$ cat config.mk
export PLATFORM = sky130hd
export DESIGN_NAME = bbcw_div
export DESIGN_NICKNAME = d
export VERILOG_FILES = /design/src/bbcw_pkg.sv /design/src/bbcw_div.sv
export SDC_FILE = /design/constraint.sdc
export NUM_CORES = 1
export LEC_CHECK = 0
export BUFFER_PORTS_ARGS = -buffer_cell sky130_fd_sc_hd__buf_2
export CAP_MARGIN = 20
export CORE_AREA = 2 2 92 94
export CTS_CLUSTER_DIAMETER = 80
export DETAILED_ROUTE_END_ITERATION = 10
export DIE_AREA = 0 0 94 96
export PLACE_DENSITY = 0.71
export SYNTH_ARGS = -nofsm -noshare
export SYNTH_HDL_FRONTEND = slang
export SYNTH_SLANG_ARGS = --single-unit
$ cat constraint.sdc
create_clock -name clk -period 9.7 [get_ports clk]
set_input_delay 0 -clock clk [delete_from_list [all_inputs] [get_ports clk]]
set_output_delay 0 -clock clk [all_outputs]
set_load 0.01 [all_outputs]
$ cat src/bbcw_pkg.sv
`default_nettype none

package bbcw_pkg;

  // fixed field widths
  localparam int PIX_W      = 8;
  localparam int COORD_W    = 8;
  localparam int DIM_W      = 9;
  localparam int RAD_W      = 3;
  localparam int NUM_CH     = 3;
  localparam int BIT_W      = $clog2(PIX_W);
  localparam int CFG_IDX_W  = 2;
  localparam int CFG_DATA_W = 9;

  // parameter defaults
  localparam int DEF_MAX_WIDTH  = 256;
  localparam int DEF_MAX_HEIGHT = 256;
  localparam int DEF_MAX_RADIUS = 7;

  // register reset values
  localparam logic [DIM_W-1:0] RST_IMAGE_WIDTH   = 9'd256;
  localparam logic [DIM_W-1:0] RST_IMAGE_HEIGHT  = 9'd256;
  localparam logic [RAD_W-1:0] RST_WINDOW_RADIUS = 3'd7;

  // register indexes
  localparam logic [CFG_IDX_W-1:0] REG_IMAGE_WIDTH   = 2'd0;
  localparam logic [CFG_IDX_W-1:0] REG_IMAGE_HEIGHT  = 2'd1;
  localparam logic [CFG_IDX_W-1:0] REG_WINDOW_RADIUS = 2'd2;

  // request kinds
  localparam logic ACT_LOAD    = 1'b0;
  localparam logic ACT_REQUEST = 1'b1;

  typedef enum logic [2:0] {
    ST_IDLE,
    ST_SETUP,
    ST_SCAN,
    ST_DRAIN,
    ST_DIVGO,
    ST_DIV
  } bbcw_state_t;

endpackage

`default_nettype wire

$ cat src/bbcw_div.sv
`default_nettype none

module bbcw_div #(
  parameter int SUM_W = 16,
  parameter int CNT_W = 8
) (
  input  wire logic                                        clk,
  input  wire logic                                        rst_n,
  input  wire logic                                        start,
  input  wire logic [bbcw_pkg::NUM_CH-1:0][SUM_W-1:0]      dividend,
  input  wire logic [CNT_W-1:0]                            divisor,
  output logic                                             done,
  output logic      [bbcw_pkg::NUM_CH-1:0][bbcw_pkg::PIX_W-1:0] quotient
);

  import bbcw_pkg::*;

  logic             busy_r;
  logic             done_r;
  logic [1:0]       ch_r;
  logic [BIT_W-1:0] bit_r;
  logic [SUM_W-1:0] rem_r;
  logic [NUM_CH-1:0][PIX_W-1:0] q_r;

  logic [SUM_W-1:0] dsh;
  logic [SUM_W-1:0] diff;
  logic             ge;

  // quotient is known to fit in PIX_W bits, so only those trial subtracts run
  assign dsh  = SUM_W'(divisor) << bit_r;
  assign ge   = (rem_r >= dsh);
  assign diff = rem_r - dsh;

  always_ff @(posedge clk) begin
    if (!rst_n) begin
      busy_r <= 1'b0;
      done_r <= 1'b0;
      ch_r   <= '0;
      bit_r  <= '0;
    end else begin
      done_r <= 1'b0;
      if (start) begin
        busy_r <= 1'b1;
        ch_r   <= '0;
        bit_r  <= BIT_W'(PIX_W - 1);
      end else if (busy_r) begin
        if (bit_r == '0) begin
          bit_r <= BIT_W'(PIX_W - 1);
          if (ch_r == 2'(NUM_CH - 1)) begin
            busy_r <= 1'b0;
            done_r <= 1'b1;
          end else begin
            ch_r <= ch_r + 2'd1;
          end
        end else begin
          bit_r <= bit_r - 1'b1;
        end
      end
    end
  end

  always_ff @(posedge clk) begin
    if (start) begin
      rem_r <= dividend[0];
    end else if (busy_r) begin
      q_r[ch_r][bit_r] <= ge;
      if (bit_r == '0 && ch_r != 2'(NUM_CH - 1)) begin
        rem_r <= dividend[ch_r + 2'd1];
      end else if (ge) begin
        rem_r <= diff;
      end
    end
  end

  assign done     = done_r;
  assign quotient = q_r;

endmodule

`default_nettype wire

==> results of run 1 <==
## through the flow
stage | hold slack (ps) | cell area (um2) | total power [mW]
6_report | 6.01 | 4120 | 0.722
5_1_grt | 32.1 | 4120 | 0.770
4_1_cts | 1.30 | 4120 | 0.722
3_5_place_dp | 281 | 3970 | 0.572
3_3_place_gp | 283 | 3970 | 0.569
2_1_floorplan | 114 | 3490 | 0.498
## sequential cells by signal, indices dropped and copies added, names as in the netlist
register and cells:
quotient 24, rem_r 16, bit_r 3, ch_r 2, busy_r 1, done 1
## metal layers
metal | GRT usage | routed length [um] | vias to the layer above
met5 | 0 | 0 | -
li1 | - | - | 1589
met3 | 0.0243 | 498 | 12
met2 | 0.339 | 4050 | 105
met1 | 0.261 | 4020 | 1474
met4 | 0.0628 | 98 | 0
## final timing paths
kind / startpoint / endpoint / cells past startpoint
worst max-delay path: bit_r[0] / rem_r[1] / 12
worst min-delay path: dividend[11] / rem_r[11] / 3
worst max register to register: bit_r[0] / rem_r[1] / 12
worst min register to register: ch_r[1] / ch_r[1] / 2
## worst min-delay path, stage by stage
cell      delay [ps]
buf_2             90
nand2_1           50
o221ai_1          60
## power by group through the flow
stage / Clock, mW / Combinational, mW / Sequential, mW
2_1_floorplan: 0 / 0.236 / 0.262
3_3_place_gp: 0 / 0.296 / 0.272
3_5_place_dp: 0 / 0.299 / 0.273
4_1_cts: 0.151 / 0.303 / 0.268
5_1_grt: 0.161 / 0.339 / 0.271
6_report: 0.148 / 0.305 / 0.268
## repair_timing
action	4_1_cts	5_1_grt
hold buffers	3	0
setup buffers	0	0
hold endpoints to repair	9	0
## layout by cell type (no fill, tap or decap), drive strengths merged, types with 5 or more instances in the layout
master / count
buf: 85
nand2: 41
a21oi: 35
nor3: 5
edfxtp: 40
a221oi: 5
mux2i: 24
o21ai: 24
o211ai: 7
clkbuf: 5
inv: 18
ha: 20
nor2: 58
mux2: 7
nand2b: 6
xnor2: 7
nand3: 14
dfxtp: 7
## cells by family after synthesis
| group | after synthesis | synth area share |
|---|---|---|
| buffers and inverters | 36 | 0.0437 |
| adder cells (fa/ha/maj) | 21 | 0.0773 |
| multiplexers | 31 | 0.0913 |
| XOR/XNOR | 9 | 0.0226 |
| flip-flops | 47 | 0.384 |
| AO/OA/AOI/OAI | 107 | 0.199 |
| AND/OR/NAND/NOR | 141 | 0.182 |
## cell type report
class | count | share of cell area
Tap cell | 105 | 0.0319
Multi-Input combinational cell | 309 | 0.486
Sequential cell | 47 | 0.326
Timing Repair Buffer | 88 | 0.112
Inverter | 18 | 0.0164
Clock inverter | 3 | 0.0112
Clock buffer | 5 | 0.0167
==> impl_metrics.env, run 1 <==
export IMPL_drive_above_1_share=0.232
export IMPL_ys_top_cells_by_area="edfxtp_1 34%, ha_1 7.2%, mux2i_1 6.9%"
export IMPL_via_count_of_the_first_global_routing_pass=2975
export IMPL_ir_drop_uv=81.9
export IMPL_mappedNetlistArea_um2=3490
export IMPL_placementRows=33
export IMPL_worst_path_max_fanout=21
export IMPL_gate_power_share=0.422
export IMPL_yosysSeqAreaShare=0.384
export IMPL_fp_coreArea_um2=8050
export IMPL_grt_ovfl_total=0
export IMPL_dr_first_iter_drc_count=193
export IMPL_worst_path_max_delay_cell="dfxtp_1"
export IMPL_period_share=0.420
export IMPL_cts_sinks=47
export IMPL_num_vias=3180
export IMPL_grtUsageTotal=0.197
export IMPL_maxSlewHeadroom=0.363
export IMPL_antenna_found_initial=0
export IMPL_place_ws_ps=5670
export IMPL_wirelength_um=8660
export IMPL_synth_seq_cells=47
export IMPL_post_drt_via_cell_ratio=5.53
export IMPL_maxCapViolCount=0
export IMPL_rsz0062_at_grt="no"
export IMPL_p_sw_mw=0.267
export IMPL_clk_transition_reported_paths_ps=90
export IMPL_critical_path_top_delay_family="compound AO/OA/AOI/OAI gates"
export IMPL_dp_cells=564
export IMPL_antenna_violating_nets_post_route=0
export IMPL_cts_made_buffers=5
export IMPL_timing_hold_violations_final=0
export IMPL_ys_warnings=0
export IMPL_clock_tree_from_tritoncts="yes"
export IMPL_yosys_top_cells_count="57 x nor2_1, 41 x nand2_1, 40 x edfxtp_1"
export IMPL_average_footprint_of_a_synthesized_cell_um2=8.91
export IMPL_critical_path_max_stage_delay_ps=740
export IMPL_layout_core_utilization=0.511
export IMPL_drt_drc_violations_left=0
export IMPL_fin_skew_ps=10.7
export IMPL_syn_to_final_growth_pct=17.8
export IMPL_async_reset_ff_frac=0
export IMPL_floorplan_die_area_um2=9020
export IMPL_die_w_um=94
export IMPL_grt_max_degree=29
export IMPL_detail_route_first_pass_iterations=5
export IMPL_run_status="finished clean"
export IMPL_die_height_um=96
export IMPL_route_detailed_wl_per_inst_um=15.1
export IMPL_syn_num_nets=472
export IMPL_multiInputGateArea_um2=2000
export IMPL_tns_ps=0
export IMPL_gp_routability_congestion=0.868
export IMPL_hold_path_class="input pin to flop"
export IMPL_yosysMostFrequentCell="nor2_1"
export IMPL_io_pins=84
export IMPL_count_of_endpoints_failing_setup_in_the_final_report=0
export IMPL_diodes_inserted=0
export IMPL_cts_max_path_buffers=2
export IMPL_dp_final_hpwl_um=6690
export IMPL_intPower_mw=0.455
export IMPL_critPathMostFrequentCell="nand2_1"
export IMPL_area_sequential_um2=1340
export IMPL_initial_core_util=0.434
export IMPL_power_switching_share=0.370
export IMPL_fin_ws_ps=5620
export IMPL_port_buffers=83
export IMPL_layoutNonFillerInstCount=575
export IMPL_rrSetupSlack_ps=5620
export IMPL_timing_final_crit_period_ps=4080
export IMPL_crit_type="flop to flop"
export IMPL_setup_worst_path_end_class="flop"
export IMPL_cts_root_buffer="clkbuf_8"
export IMPL_crit_start_category="flop"
export IMPL_power_per_cell_area_nw_per_um2=175
export IMPL_p_leak_nw=1.61
export IMPL_max_clk_rate_ghz=0.245
export IMPL_post_synth_inst_count=392
export IMPL_ys_types=55
export IMPL_number_of_nets_in_the_final_layout=549
export IMPL_crit_path_cell_trace="clkinv_1 > nor2_1 > nand2_1 > o21ai_0 > nand2b_1 > ha_1 > a21oi_2 > o211ai_2 > nand2_1 > a211o_1 > a21oi_1 > o32a_1"
export IMPL_global_route_wire_length_before_repair_um=13900
export IMPL_synth_largest_type_area_fraction=0.344
export IMPL_post_synth_top_area_cell="edfxtp_1"
export IMPL_slew_violations=0
export IMPL_tightest_slew_ps=951
export IMPL_required_arrival_time_at_the_worst_endpoint_ps=9640
export IMPL_worstPathBufferInverterCount=1
export IMPL_cts_repair_resized=0
export IMPL_htreeDepth=2
export IMPL_power_clock_fraction=0.206
export IMPL_predominant_post_synthesis_flop_cell="edfxtp_1"
export IMPL_count_of_flip_flops_with_a_built_in_enable_after_synthesis=40
export IMPL_filler_cell_count=780
export IMPL_insertion_delay_ps=310
export IMPL_worst_ep_arrival_time_ps=4010
export IMPL_power_sequential_fraction=0.372
Note: power is estimated with default switching activity, not from simulation.
==> inputs of run 2 (changes only) <==
--- a/config.mk
+++ b/config.mk
@@ -11,7 +11,7 @@
 export CTS_CLUSTER_DIAMETER = 80
 export DETAILED_ROUTE_END_ITERATION = 10
 export DIE_AREA = 0 0 94 96
-export PLACE_DENSITY = 0.71
+export PLACE_DENSITY = 0.74
 export SYNTH_ARGS = -nofsm -noshare
 export SYNTH_HDL_FRONTEND = slang
 export SYNTH_SLANG_ARGS = --single-unit
==> constraint.sdc (replaced) <==
create_clock -name clk -period 3.7 [get_ports clk]
set_input_delay 0 -clock clk [delete_from_list [all_inputs] [get_ports clk]]
set_output_delay 0 -clock clk [all_outputs]
set_load 0.01 [all_outputs]
==> impl_metrics.env, run 2 (synthesis gave the netlist of run 1 again) <==
export IMPL_run_status="finished clean"
export IMPL_fp_coreArea_um2=8050
export IMPL_route_detailed_wl_per_inst_um=15.9
export IMPL_critPathMostFrequentCell="a21oi_1"
export IMPL_cts_max_path_buffers=2
export IMPL_clock_tree_from_tritoncts="yes"
export IMPL_layout_core_utilization=0.521
export IMPL_crit_start_category="flop"
export IMPL_slew_violations=0
export IMPL_hold_path_class="input pin to flop"
export IMPL_timing_hold_worst_path_depth=3
export IMPL_dp_final_hpwl_um=7370
export IMPL_global_route_wire_length_before_repair_um=14800
export IMPL_insertion_delay_ps=300
export IMPL_drive_above_1_share=0.248
export IMPL_setup_worst_path_end_class="flop"
export IMPL_syn_to_final_growth_pct=20.1
export IMPL_cts_root_buffer="clkbuf_8"
export IMPL_grt_ovfl_total=0
export IMPL_port_buffers=83
export IMPL_design_area_um2=4200
export IMPL_final_hold_slack_ps=15.2
export IMPL_diodes_inserted=0
export IMPL_grtUsageTotal=0.212
export IMPL_placementRows=33
export IMPL_tightest_slew_ps=978
export IMPL_post_layout_total_power_mw=1.93
export IMPL_tns_ps=0
export IMPL_number_of_nets_in_the_final_layout=559
export IMPL_most_common_layout_cells="83 x buf_2, 57 x nor2_1, 41 x nand2_1"
export IMPL_maxSlewHeadroom=0.346
export IMPL_die_w_um=94
export IMPL_crit_path_cell_trace="buf_4 > mux2_2 > nand2_1 > o21ai_0 > mux2i_1 > ha_1 > a21oi_1 > nand2_1 > a21oi_1 > a21oi_1 > or2_2"
export IMPL_max_clk_rate_ghz=0.294
export IMPL_fin_ws_ps=300
export IMPL_most_frequent_standard_cell_in_the_layout_excluding_fill_and_tap_cells="buf_2"
export IMPL_clk_transition_reported_paths_ps=90
export IMPL_layoutNonFillerInstCount=585
export IMPL_floorplan_die_area_um2=9020
export IMPL_post_drt_via_cell_ratio=5.47
export IMPL_worst_path_max_delay_cell="dfxtp_1"
export IMPL_power_per_cell_area_nw_per_um2=460
export IMPL_gp_routability_congestion=1.01
export IMPL_dr_first_iter_drc_count=189
export IMPL_critical_path_max_stage_delay_ps=550
export IMPL_timing_hold_violations_final=0
export IMPL_initial_core_util=0.434
export IMPL_worst_path_max_fanout=24
export IMPL_required_arrival_time_at_the_worst_endpoint_ps=3690
export IMPL_io_pins=84
export IMPL_dp_cells=573
export IMPL_place_ws_ps=156
export IMPL_num_vias=3198
export IMPL_post_dp_cell_area_um2=4040
export IMPL_count_of_endpoints_failing_setup_in_the_final_report=0
export IMPL_htreeDepth=2
export IMPL_cts_sinks=47
export IMPL_crit_type="flop to flop"
export IMPL_timing_final_crit_period_ps=3400
export IMPL_p_leak_nw=1.67
export IMPL_worst_ep_arrival_time_ps=3390
export IMPL_ir_drop_uv=191
export IMPL_cts_made_buffers=5
export IMPL_wirelength_um=9280
export IMPL_maxCapViolCount=0
export IMPL_detail_route_first_pass_iterations=4
export IMPL_via_count_of_the_first_global_routing_pass=3018
export IMPL_fin_skew_ps=6.96
export IMPL_drt_drc_violations_left=0
export IMPL_largest_register_ff_count=24
export IMPL_antenna_violating_nets_post_route=0
export IMPL_antenna_found_initial=0
export IMPL_rsz0062_at_grt="no"
export IMPL_worst_r2r_path_depth=11
export IMPL_post_cts_setup_buffers=0
export IMPL_period_share=0.919
export IMPL_grt_max_degree=25
export IMPL_die_height_um=96
run 2: area by class of cell:
type / instances / area [um2]
repair buffers: 98 / 538
clock inverters: 3 / 47.5
inverters: 18 / 67.6
clock buffers: 5 / 68.8
fillers: 779 / 3850
flip-flops and latches: 47 / 1340
well taps: 105 / 131
multi-input cells: 309 / 2000
run 2: path summary, 6_finish.rpt:
| check | start | to | slack, ps |
|---|---|---|---|
| max reg2reg | bit_r[1] | quotient[3] | 300 |
| min | dividend[15] | rem_r[15] | 20 |
| max | bit_r[1] | quotient[3] | 300 |
| min reg2reg | ch_r[1] | ch_r[1] | 480 |
run 2: worst max-delay path: cells and delay by family (launching register included):
family	cells	cell delay [ps]
compound gates	4	780
simple gates	3	640
flops	1	550
mux	2	500
fa+ha+maj	1	350
buf+inv	1	240
run 2: routing by layer:
layer,up-vias,global-route usage,wire (um)
met5,-,0,0
met4,0,0.0592,152
met3,12,0.0290,377
met2,79,0.375,4570
met1,1502,0.272,4180
li1,1605,-,-
run 2: power by group:
group	switching, mW	internal, mW	total (mW)
clock network	0.178	0.205	0.383
logic	0.515	0.338	0.853
registers	0.0339	0.662	0.696
run 2: repair_timing:
item | 4_1_cts | 5_1_grt
endpoints found under the hold margin | 9 | 0
endpoints found under the setup margin | 0 | 16
hold buffers | 4 | 0
gates resized for setup | 0 | 1
